`src/hdl/pcts_pkg.sv`:
```
// ----------------------------------------------------------------------------
// pcts_pkg
// Types and codes shared by the periodic client tick scheduler.
// ----------------------------------------------------------------------------
`default_nettype none
package pcts_pkg;

  typedef enum logic [2:0] {
    MODE_TICK  = 3'd0,
    MODE_REG   = 3'd1,
    MODE_UNREG = 3'd2,
    MODE_SET   = 3'd3,
    MODE_GET   = 3'd4
  } mode_t;

  typedef enum logic [1:0] {
    KIND_FIRED = 2'd0,
    KIND_REPLY = 2'd1,
    KIND_END   = 2'd2
  } kind_t;

  typedef enum logic [1:0] {
    ST_OK       = 2'd0,
    ST_DUP      = 2'd1,
    ST_FULL     = 2'd2,
    ST_NOTFOUND = 2'd3
  } status_t;

  localparam logic REMOVE_BIT = 1'b1;

  typedef struct packed {
    logic [2:0]  mode;
    logic [15:0] client_id;
    logic [30:0] interval;
    logic [30:0] now;
  } in_item_t;

  typedef struct packed {
    logic [1:0]  kind;
    logic [15:0] client_id_res;
    logic [30:0] interval_out;
    logic [1:0]  status;
    logic        last_of_run;
  } out_item_t;

  // one table entry as stored in memory
  typedef struct packed {
    logic [15:0] client;
    logic [30:0] period;
    logic [31:0] last_time;
    logic        remove_mark;
  } entry_t;

  typedef enum logic [2:0] {
    S_IDLE,
    S_READ,
    S_SCAN,
    S_REPLY,
    S_DONE
  } state_t;

endpackage
`default_nettype wire

```
`src/hdl/pcts_tick_eval.sv`:
```
// ----------------------------------------------------------------------------
// pcts_tick_eval
// Per-entry tick update: period reload and fire decision.
// ----------------------------------------------------------------------------
`default_nettype none
module pcts_tick_eval (
  input  wire pcts_pkg::entry_t ent,
  input  wire logic [30:0]      now,
  output pcts_pkg::entry_t      ent_new,
  output logic                  fire
);
  logic [31:0] last_adj;
  logic [32:0] sum;

  always_comb begin
    // last time later than now restarts the period
    if ($signed(ent.last_time) > $signed({1'b0, now})) begin
      last_adj = 32'd0 - {1'b0, ent.period};
    end else begin
      last_adj = ent.last_time;
    end
    sum = {2'b00, ent.period} + {last_adj[31], last_adj};
    fire = $signed(sum) < $signed({2'b00, now});
    ent_new = ent;
    ent_new.remove_mark = 1'b0;
    ent_new.last_time = fire ? {1'b0, now} : last_adj;
  end
endmodule
`default_nettype wire

```
`src/hdl/periodic_client_tick_scheduler_top.sv`:
```
// ----------------------------------------------------------------------------
// periodic_client_tick_scheduler_top
// Client table with register, unregister, set, get and tick operations.
// ----------------------------------------------------------------------------
// The client table sits in one synchronous memory of DEPTH entries. Every
// operation walks the table in order from entry zero and visits each entry
// in use in a read step and an evaluate step: one to issue the read and one
// to evaluate the data. The block takes the next item only once it is idle
// again after the last one is done. A tick emits one item per firing client,
// then an end-of-tick item. Every other operation emits one reply. Results
// pass through an output register. A stalled output holds the walk. Unknown
// modes are dropped with no result.
`default_nettype none
module periodic_client_tick_scheduler_top #(
  parameter int DEPTH = 16
) (
  input  wire                  clk,
  input  wire                  rst,
  input  wire                  in_valid,
  output logic                 in_ready,
  input  wire pcts_pkg::in_item_t  in_data,
  output logic                 out_valid,
  input  wire                  out_ready,
  output pcts_pkg::out_item_t  out_data
);
  localparam int AW = (DEPTH > 1) ? $clog2(DEPTH) : 1;
  localparam int CW = $clog2(DEPTH + 1);

  // table memory
  pcts_pkg::entry_t mem [DEPTH];
  pcts_pkg::entry_t rd_data;

  pcts_pkg::state_t state, state_next;
  pcts_pkg::in_item_t cur;
  logic [CW-1:0] count, count_next;
  logic [CW-1:0] rd_idx, rd_idx_next;   // read index
  logic [CW-1:0] wr_idx, wr_idx_next;   // compaction write index
  logic          found, found_next;
  logic [30:0]   hit_period, hit_period_next;

  logic             rd_en;
  logic             we;
  logic [AW-1:0]    waddr;
  pcts_pkg::entry_t wdata;

  pcts_pkg::out_item_t out_next;
  logic                out_load;

  pcts_pkg::entry_t ev_ent;
  logic             ev_fire;

  logic out_free;
  assign out_free = !out_valid || out_ready;

  pcts_tick_eval u_eval (
    .ent     (rd_data),
    .now     (cur.now),
    .ent_new (ev_ent),
    .fire    (ev_fire)
  );

  // memory write and registered read
  always_ff @(posedge clk) begin
    if (we) begin
      mem[waddr] <= wdata;
    end
    if (rd_en) begin
      rd_data <= mem[rd_idx[AW-1:0]];
    end
  end

  // control registers
  always_ff @(posedge clk) begin
    if (rst) begin
      state <= pcts_pkg::S_IDLE;
      count <= '0;
      out_valid <= 1'b0;
    end else begin
      state <= state_next;
      count <= count_next;
      if (out_load) begin
        out_valid <= 1'b1;
      end else if (out_ready) begin
        out_valid <= 1'b0;
      end
    end
  end

  always_ff @(posedge clk) begin
    if (in_valid && in_ready) begin
      cur <= in_data;
    end
    rd_idx <= rd_idx_next;
    wr_idx <= wr_idx_next;
    found <= found_next;
    hit_period <= hit_period_next;
    if (out_load) begin
      out_data <= out_next;
    end
  end

  // sequencer
  always_comb begin
    logic    match;
    logic    live;
    logic    ok;
    state_next = state;
    count_next = count;
    rd_idx_next = rd_idx;
    wr_idx_next = wr_idx;
    found_next = found;
    hit_period_next = hit_period;
    in_ready = 1'b0;
    rd_en = 1'b0;
    we = 1'b0;
    waddr = '0;
    wdata = ev_ent;
    out_load = 1'b0;
    out_next = '0;
    match = 1'b0;
    live = 1'b0;
    ok = 1'b0;
    case (state)
      pcts_pkg::S_IDLE: begin
        in_ready = 1'b1;
        rd_idx_next = '0;
        wr_idx_next = '0;
        found_next = 1'b0;
        hit_period_next = '0;
        if (in_valid) begin
          if (in_data.mode <= pcts_pkg::MODE_GET) begin
            state_next = pcts_pkg::S_READ;
          end
        end
      end
      // issue read of rd_idx, or finish when past the end
      pcts_pkg::S_READ: begin
        if (rd_idx >= count) begin
          state_next = (cur.mode == pcts_pkg::MODE_TICK) ? pcts_pkg::S_DONE
                                                         : pcts_pkg::S_REPLY;
        end else begin
          rd_en = 1'b1;
          state_next = pcts_pkg::S_SCAN;
        end
      end
      // entry data available
      pcts_pkg::S_SCAN: begin
        match = rd_data.client == cur.client_id;
        live = rd_data.remove_mark != pcts_pkg::REMOVE_BIT;
        if (cur.mode == pcts_pkg::MODE_TICK) begin
          if (!live) begin
            rd_idx_next = rd_idx + 1'b1;
            state_next = pcts_pkg::S_READ;
          end else if (!ev_fire || out_free) begin
            we = 1'b1;
            waddr = wr_idx[AW-1:0];
            wdata = ev_ent;
            wr_idx_next = wr_idx + 1'b1;
            rd_idx_next = rd_idx + 1'b1;
            state_next = pcts_pkg::S_READ;
            if (ev_fire) begin
              out_load = 1'b1;
              out_next.kind = pcts_pkg::KIND_FIRED;
              out_next.client_id_res = rd_data.client;
            end
          end
        end else begin
          ok = match && (live || cur.mode == pcts_pkg::MODE_UNREG);
          if (ok && !found) begin
            found_next = 1'b1;
            hit_period_next = rd_data.period;
            if (cur.mode == pcts_pkg::MODE_UNREG) begin
              we = 1'b1;
              waddr = rd_idx[AW-1:0];
              wdata = rd_data;
              wdata.remove_mark = pcts_pkg::REMOVE_BIT;
            end else if (cur.mode == pcts_pkg::MODE_SET) begin
              we = 1'b1;
              waddr = rd_idx[AW-1:0];
              wdata = rd_data;
              wdata.period = cur.interval;
            end
          end
          rd_idx_next = rd_idx + 1'b1;
          state_next = pcts_pkg::S_READ;
        end
      end
      // single reply for non-tick operations
      pcts_pkg::S_REPLY: begin
        if (out_free) begin
          out_load = 1'b1;
          out_next.kind = pcts_pkg::KIND_REPLY;
          out_next.client_id_res = cur.client_id;
          out_next.last_of_run = 1'b1;
          out_next.status = pcts_pkg::ST_OK;
          state_next = pcts_pkg::S_IDLE;
          case (cur.mode)
            pcts_pkg::MODE_REG: begin
              if (found) begin
                out_next.status = pcts_pkg::ST_DUP;
              end else if (count >= CW'(DEPTH)) begin
                out_next.status = pcts_pkg::ST_FULL;
              end else begin
                we = 1'b1;
                waddr = count[AW-1:0];
                wdata.client = cur.client_id;
                wdata.period = cur.interval;
                wdata.last_time = 32'd0 - {1'b0, cur.interval};
                wdata.remove_mark = 1'b0;
                count_next = count + 1'b1;
              end
            end
            pcts_pkg::MODE_GET: begin
              if (found) begin
                out_next.interval_out = hit_period;
              end else begin
                out_next.status = pcts_pkg::ST_NOTFOUND;
              end
            end
            default: begin
              if (!found) begin
                out_next.status = pcts_pkg::ST_NOTFOUND;
              end
            end
          endcase
        end
      end
      // end of tick
      pcts_pkg::S_DONE: begin
        if (out_free) begin
          out_load = 1'b1;
          out_next.kind = pcts_pkg::KIND_END;
          out_next.last_of_run = 1'b1;
          count_next = wr_idx;
          state_next = pcts_pkg::S_IDLE;
        end
      end
      default: begin
        state_next = pcts_pkg::S_IDLE;
      end
    endcase
  end

`ifndef SYNTHESIS
  // table never exceeds its depth
  a_count: assert property (@(posedge clk) disable iff (rst) count <= CW'(DEPTH))
    else $error("entry count above depth");
  // compaction never overtakes the read side
  a_compact: assert property (@(posedge clk) disable iff (rst)
    state == pcts_pkg::S_SCAN |-> wr_idx <= rd_idx)
    else $error("write index ahead of read index");
  // items taken only when idle
  a_accept: assert property (@(posedge clk) disable iff (rst)
    in_ready |-> state == pcts_pkg::S_IDLE)
    else $error("accept outside idle");
`endif

endmodule
`default_nettype wire

```
`config.mk`:
```
export PLATFORM = sky130hd
export DESIGN_NAME = periodic_client_tick_scheduler_top
export DESIGN_NICKNAME = d
export VERILOG_FILES = /design/src/hdl/pcts_pkg.sv /design/src/hdl/pcts_tick_eval.sv /design/src/hdl/periodic_client_tick_scheduler_top.sv
export SDC_FILE = /design/constraint.sdc
export NUM_CORES = 2
export LEC_CHECK = 0
export ABC_AREA = 0
export BUFFER_PORTS_ARGS = -buffer_cell sky130_fd_sc_hd__buf_2
export CAP_MARGIN = 20
export CORE_MARGIN = 2
export CORE_UTILIZATION = 35
export DETAILED_ROUTE_END_ITERATION = 12
export GPL_TIMING_DRIVEN = 0
export PLACE_DENSITY = 0.48
export REMOVE_ABC_BUFFERS = 1
export SYNTH_ARGS = -nofsm -noshare
export SYNTH_HDL_FRONTEND = slang
export SYNTH_HIERARCHICAL = 1
export SYNTH_SLANG_ARGS = --single-unit
```
`constraint.sdc`:
```
create_clock -name clk -period 49 [get_ports clk]
set_input_delay 0 -clock clk [delete_from_list [all_inputs] [get_ports clk]]
set_output_delay 0 -clock clk [all_outputs]
set_load 0.05 [all_outputs]
```
# ---- Word level (Yosys, flattened, before mapping)
# Memory sizes are Yosys's and may differ from the RTL's. A register that Yosys moved wholly into a read port is not among the register bits.
# Cells that the tools add are included.
dict set report totals {
  reg_bits 184
  ram_bits 1280
  input_bits 85
  output_inout_bits 54
  word_cells 164
  memories 1
}
dict set report op_classes {
  n_addsub 6
  n_lt_le_gt_ge 5
  eq_ne 23
  muxes 90
  bitwise_logic 1
  reduce_logical 22
}
# name words width read_ports rd_ports_with_merged_regs write_ports line
set mem_list {}
lappend mem_list {mem 16 80 1 1 1 periodic_client_tick_scheduler_top.sv:30} ;# pcts_pkg::entry_t mem [DEPTH];
# cell n
set ops {}
lappend ops {{$mux W80} 4}
lappend ops {{$mux W64} 4}
lappend ops {{$pmux W80 S2} 1}
lappend ops {{$mux W31} 4}
lappend ops {{$mux W16} 4}
lappend ops {{$mux W32} 2}
lappend ops {{$sub A1 B31 Y32 const A} 2}
lappend ops {{$pmux W31 S2} 1}
lappend ops {{$mux W5} 11}
lappend ops {{$mux W51} 1}
lappend ops {{$mux W4} 10}
lappend ops {{$add A32 B32 Y33} 1}
lappend ops {{$lt A33 B32 Y1} 1}
lappend ops {{$gt A32 B32 Y1} 1}
lappend ops {{$pmux W16 S2} 1}
lappend ops {{$pmux W5 S2} 3}
lappend ops {{$mux W1} 24}
lappend ops {{$mux W3} 8}
lappend ops {{$ne A2 B2 Y1 const B} 11}
lappend ops {{$eq A16 B16 Y1} 1}
lappend ops {{$add A5 B1 Y5 const B} 3}
lappend ops {{$eq A3 B2 Y1 const B} 4}
lappend ops {{$pmux W3 S4} 1}
lappend ops {{$reduce_and A4 Y1} 3}
lappend ops {{other kinds (21)} 41}

# ---- Longest topological paths before layout
dict set report logic_depth {
  depth_word 12
  mapped_depth 40
  depth_no_buf 36
}

# ---- Modules after synthesis
# The synthesis kept the hierarchy.
# mod n_inst cells_each area_per_inst_um2 seq_area_each_um2
set modules_own_cells {}
lappend modules_own_cells {periodic_client_tick_scheduler_top 1 2725 60020.1 46274.4}
lappend modules_own_cells {pcts_tick_eval 1 636 4783.3 0.0}

# ---- Least setup slack after synthesis
# No wires, ideal clock.
dict set report synth_path {
  path_kind {reg2reg}
  startpoint {register rd_data[18] (netlist name)}
  endpoint {memory mem[4][0] (netlist bit), enable pin}
  setup_ns 0.715
  arrival_ns 14.641
  required_ns 48.285
  slack_ns 33.644
  path_stages_with_launch 36
  path_buffers 3
  synth_period_minus_slack_ns 15.356
  cell_sequence {edfxtp_1 ha_1 a211oi_1 nor2_1 nor3_1 or4b_1 a31oi_1 buf_2 buf_1 nand2_1 o21ai_0 ha_1 inv_1 fa_1 nand2b_1 a21o_1 a211oi_2 o21ai_1 a311oi_2 o21a_1 nor2_1 o311ai_0 ha_1 o21a_1 nor2_1 or3_1 a2111oi_0 nor2_1 o221ai_4 buf_6 inv_1 a2111oi_4 nand2_1 o21ai_2 o21ai_1 nor4_1}
}
dict set report synth_via {
  elab_chain_len 12
  word_cells_on_any_way 16
  cone_classes {1 x add/sub; 2 x order compare; 11 x mux; 2 x reduce/logical}
}
# element line
set synth_rtl {}
lappend synth_rtl {{$gt A32 B32 Y1} pcts_tick_eval.sv:17} ;# if ($signed(ent.last_time) > $signed({1'b0, now})) begin
lappend synth_rtl {{$mux W32 (*)} pcts_tick_eval.sv:17}
lappend synth_rtl {{$add A32 B32 Y33 (*)} pcts_tick_eval.sv:22} ;# sum = {2'b00, ent.period} + {last_adj[31], last_adj};
lappend synth_rtl {{$lt A33 B32 Y1 (*)} pcts_tick_eval.sv:23} ;# fire = $signed(sum) < $signed({2'b00, now});
lappend synth_rtl {{named net ev_fire} periodic_client_tick_scheduler_top.sv:50} ;# logic ev_fire;
lappend synth_rtl {{$logic_not A1 Y1 (*)} periodic_client_tick_scheduler_top.sv:154} ;# end else if (!ev_fire || out_free) begin
lappend synth_rtl {{$logic_or A1 B1 Y1 (*)} periodic_client_tick_scheduler_top.sv:154}
lappend synth_rtl {{$mux W1} periodic_client_tick_scheduler_top.sv:154}
lappend synth_rtl {{$mux W1} periodic_client_tick_scheduler_top.sv:151} ;# if (!live) begin
lappend synth_rtl {{$mux W1} periodic_client_tick_scheduler_top.sv:150} ;# if (cur.mode == pcts_pkg::MODE_TICK) begin
lappend synth_rtl {{$pmux W1 S2} periodic_client_tick_scheduler_top.sv:123} ;# case (state)
lappend synth_rtl {{$mux W1} periodic_client_tick_scheduler_top.sv:64} ;# if (we) begin
lappend synth_rtl {{$mux W1 (implied by the code)} periodic_client_tick_scheduler_top.sv:65} ;# mem[waddr] <= wdata;
lappend synth_rtl {{end, declared} periodic_client_tick_scheduler_top.sv:30}
# Mark *: on every way through the listed nets, which the timed path passes. The rest lies on a longest branch.

# ---- Worst setup path in the final report
dict set report layout_path {
  startpoint {register rd_data[16] (netlist name)}
  endpoint {memory mem[2][6] (netlist bit), enable pin}
}
dict set report layout_via {
  elab_chain_len 12
  word_cells_on_any_way 16
  cone_classes {1 x add/sub; 2 x order compare; 11 x mux; 2 x reduce/logical}
}
# element line
set layout_rtl {}
lappend layout_rtl {{$gt A32 B32 Y1} pcts_tick_eval.sv:17}
lappend layout_rtl {{$mux W32 (*)} pcts_tick_eval.sv:17}
lappend layout_rtl {{$add A32 B32 Y33 (*)} pcts_tick_eval.sv:22}
lappend layout_rtl {{$lt A33 B32 Y1 (*)} pcts_tick_eval.sv:23}
lappend layout_rtl {{named net ev_fire} periodic_client_tick_scheduler_top.sv:50}
lappend layout_rtl {{$logic_not A1 Y1 (*)} periodic_client_tick_scheduler_top.sv:154}
lappend layout_rtl {{$logic_or A1 B1 Y1 (*)} periodic_client_tick_scheduler_top.sv:154}
lappend layout_rtl {{$mux W1} periodic_client_tick_scheduler_top.sv:154}
lappend layout_rtl {{$mux W1} periodic_client_tick_scheduler_top.sv:151}
lappend layout_rtl {{$mux W1} periodic_client_tick_scheduler_top.sv:150}
lappend layout_rtl {{$pmux W1 S2} periodic_client_tick_scheduler_top.sv:123}
lappend layout_rtl {{$mux W1} periodic_client_tick_scheduler_top.sv:64}
lappend layout_rtl {{$mux W1 (implied by the code)} periodic_client_tick_scheduler_top.sv:65}
# Marks and branches as above.

==> out/metrics.yaml <==
status:
  status: "finished clean"
cts:
  cts-resized-gates: 0
  cts_root_buf: "clkbuf_16"
  cts_buffers: 166
  clock_latency_ns: 0.81
  clkTransAtPathRegs_ns: 0.06
  cts_sinks: 1544
  h-tree-depth: 4
  cts.path.max_buffers: 3
  tritoncts: "built"
floorplanning:
  start_util_pct: 35.3
  dieWidth_um: 434
  num_rows: 157
  dieArea_um2: 189000
  die_height_um: 434
  pin_count: 139
  design.core.area_um2: 183000
placement:
  dp_slack_ns: 35.65
  placed_cells: 6060
  numPortBuffers: 138
  hpwl_um: 130000
  routabilityCongestion: 0.841
  placed_area_um2: 72700
drt:
  num_vias: 34700
  drt-total-wl_um: 185000
  drc: 0
  first_iter_violations: 3082
  wl_per_cell_um: 28.3
  drtPass1Iterations: 7
  antenna_left: 0
  viasPerCell: 5.31
power:
  leakage_nw: 26.0
  ir_drop_v: 0.0000377
  finalPower_mw: 3.39
  power_density_nw_per_um2: 42.7
global_routing:
  grt_pass1_wl_um: 265000
  grt_pass1_vias: 35500
  antenna_found_initial: 3
  overflow: 0
  grt_usage_pct: 19.8
  grt_max_degree: 46
yosys:
  synth-compound-area-share_pct: 4.53
  synth_xor_area_share_pct: 1.42
  ys_ff_latch: 1544
  yosys_warnings: 6
  seq_area_frac_synth_pct: 71.4
  async_reset_ff_share_pct: 0
  ys.flop_type: "edfxtp_1"
  syn_area_per_cell_um2: 19.3
  synth_cell_type_count: 86
  synthSimpleGateAreaFrac_pct: 3.87
  synthMuxAreaShare_pct: 14.7
  synth_edf_count: 1535
  synth_fa_ha_area_share_pct: 2.04
  syn-cell-area_um2: 64800
  syn_inst: 3361
  synth_top_family_by_area: "multiplexers"
setup_path:
  r2r_start: "rd_data[16]"
  arrival_ns: 13.98
  worst_path_max_delay_cell: "nor4_1"
  ff2ff_setup_slack_ns: 35.50
  crit_path_end_kind: "flop"
  worstSetupPathType: "reg2reg"
  crit_fanout: 31
  reg2regPathDepth: 35
  worstPathRequired_ns: 49.49
  critPathMaxStageDelay_ns: 0.96
  regToRegEndpoint: "mem[2][6]"
  start_kind: "flop"
timing:
  rsz0062_at_grt: "false"
  whs_ns: 0.0540
  clock_skew_ns: 0.0365
  setup_violations: 0
  tns_ns: 0
  slew_viol_final: 0
  slew_headroom_pct: 24.2
  setup_slack_ns: 35.50
  post-route-period-util_pct: 27.5
  worstMarginPinSlew_ns: 1.13
  fmax_mhz: 74.1
  report.final.hold_viol_count: 0
  fin_crit_ns: 13.50
final_layout:
  final_cells: 6533
  final_area_um2: 79500
  layout-drive-gt1-share_pct: 29.0
  finalNetCount: 4128
  area_growth_pct: 22.7
  mostFrequentLayoutCells: "1,535 x edfxtp_1, 400 x mux4_2, 168 x clkbuf_16"
  layout_commonest_cell: "edfxtp_1"
  fin_util_pct: 43.3
min_path:
  hp-class: "in2reg"
  min-delay-start: "in_data[19]"
  hold_depth: 2
  min_delay_worst_endpoint: "cur[19]"
run:
  maxCapViolations: 0
==> layout make-up <==
type                            instances  area [um2]
Fill cell                           16000      104000
Sequential cell                      1544       46300
Multi-Input combinational cell       1544       17400
Timing Repair Buffer                  627        7400
Clock buffer                          205        4340
Tap cell                             2464        3080
Clock inverter                         93         797
Inverter                               55         209
Antenna cell                            1        2.50
==> worst max-delay path by stage <==
stage / start / to / slack (ns)
2_1_floorplan: rd_idx[0] / mem[11][0] / 30.00
3_3_place_gp: rd_data[16] / mem[0][10] / 11.05
3_5_place_dp: rd_data[16] / mem[2][8] / 35.65
4_1_cts: rd_data[16] / mem[2][6] / 35.58
5_1_grt: rd_data[16] / mem[2][6] / 35.18
6_report: rd_data[16] / mem[2][6] / 35.50
==> where the power goes <==
group          switching (mW)  total (mW)  internal, mW
Sequential             0.0338        1.60          1.56
Clock                   0.521        1.20         0.678
Combinational           0.317       0.597         0.280
==> worst max-delay path, delay by kind of cell (launching register included) <==
kind            cells  cell delay (ns)
compound gates     15             5.59
xor+xnor            1             0.20
fa+ha+maj           3             0.85
buf+inv             6             1.32
flops               1             0.46
mux                 1             0.39
simple gates        9             4.25
==> logic make-up after synthesis <==
group | Yosys count
buffers and inverters | 273
AND/OR/NAND/NOR | 487
multiplexers | 439
AO/OA/AOI/OAI | 407
flip-flops | 1544
XOR/XNOR | 105
other | 1
adder cells (fa/ha/maj) | 105
==> synthesized netlist by cell type (10+ instances only) <==
| cell | instances | area share, % |
|---|---|---|
| a211oi_1 | 10 | 0.12 |
| a21o_1 | 29 | 0.34 |
| a21oi_1 | 70 | 0.54 |
| a221o_1 | 34 | 0.53 |
| a22o_1 | 22 | 0.30 |
| a22oi_1 | 38 | 0.44 |
| a32oi_1 | 18 | 0.24 |
| and2_1 | 67 | 0.65 |
| and3_1 | 11 | 0.11 |
| buf_1 | 25 | 0.14 |
| buf_2 | 20 | 0.15 |
| buf_4 | 52 | 0.60 |
| clkbuf_1 | 116 | 0.67 |
| edfxtp_1 | 1535 | 71 |
| ha_1 | 104 | 2.0 |
| inv_1 | 54 | 0.31 |
| mux2_2 | 10 | 0.17 |
| mux2_4 | 28 | 0.65 |
| mux4_2 | 400 | 14 |
| nand2_1 | 138 | 0.80 |
| nand2b_1 | 15 | 0.14 |
| nand3_1 | 26 | 0.20 |
| nand4_1 | 14 | 0.14 |
| nor2_1 | 91 | 0.53 |
| nor3_1 | 36 | 0.28 |
| nor4_1 | 16 | 0.15 |
| o21ai_0 | 77 | 0.59 |
| o22a_1 | 14 | 0.19 |
| o22ai_1 | 19 | 0.18 |
| or2_2 | 12 | 0.12 |
| or3_1 | 11 | 0.11 |
| xnor2_1 | 48 | 0.65 |
| xor2_1 | 57 | 0.77 |
==> flip-flops by register name (all words and copies together) (netlist names) <==
| register | cells |
|---|---|
| mem | 1280 |
| cur | 81 |
| rd_data | 80 |
| out_data | 52 |
| hit_period | 31 |
| count | 5 |
| rd_idx | 5 |
| wr_idx | 5 |
| state | 3 |
| found | 1 |
| out_valid | 1 |
==> metal layers <==
layer	global-route usage, %	part of all wire [%]	vias to the layer above
li1	-	-	15000
met1	26.5	43	18500
met2	34.0	51	969
met3	2.61	4.4	210
met4	4.78	2.0	2
met5	0	0.0070	-
==> timing repair <==
item,CTS,global route
setup buffers,0,0
hold endpoints to repair,136,0
hold buffers,164,0
No activity file was read; power rests on OpenSTA's default activity.
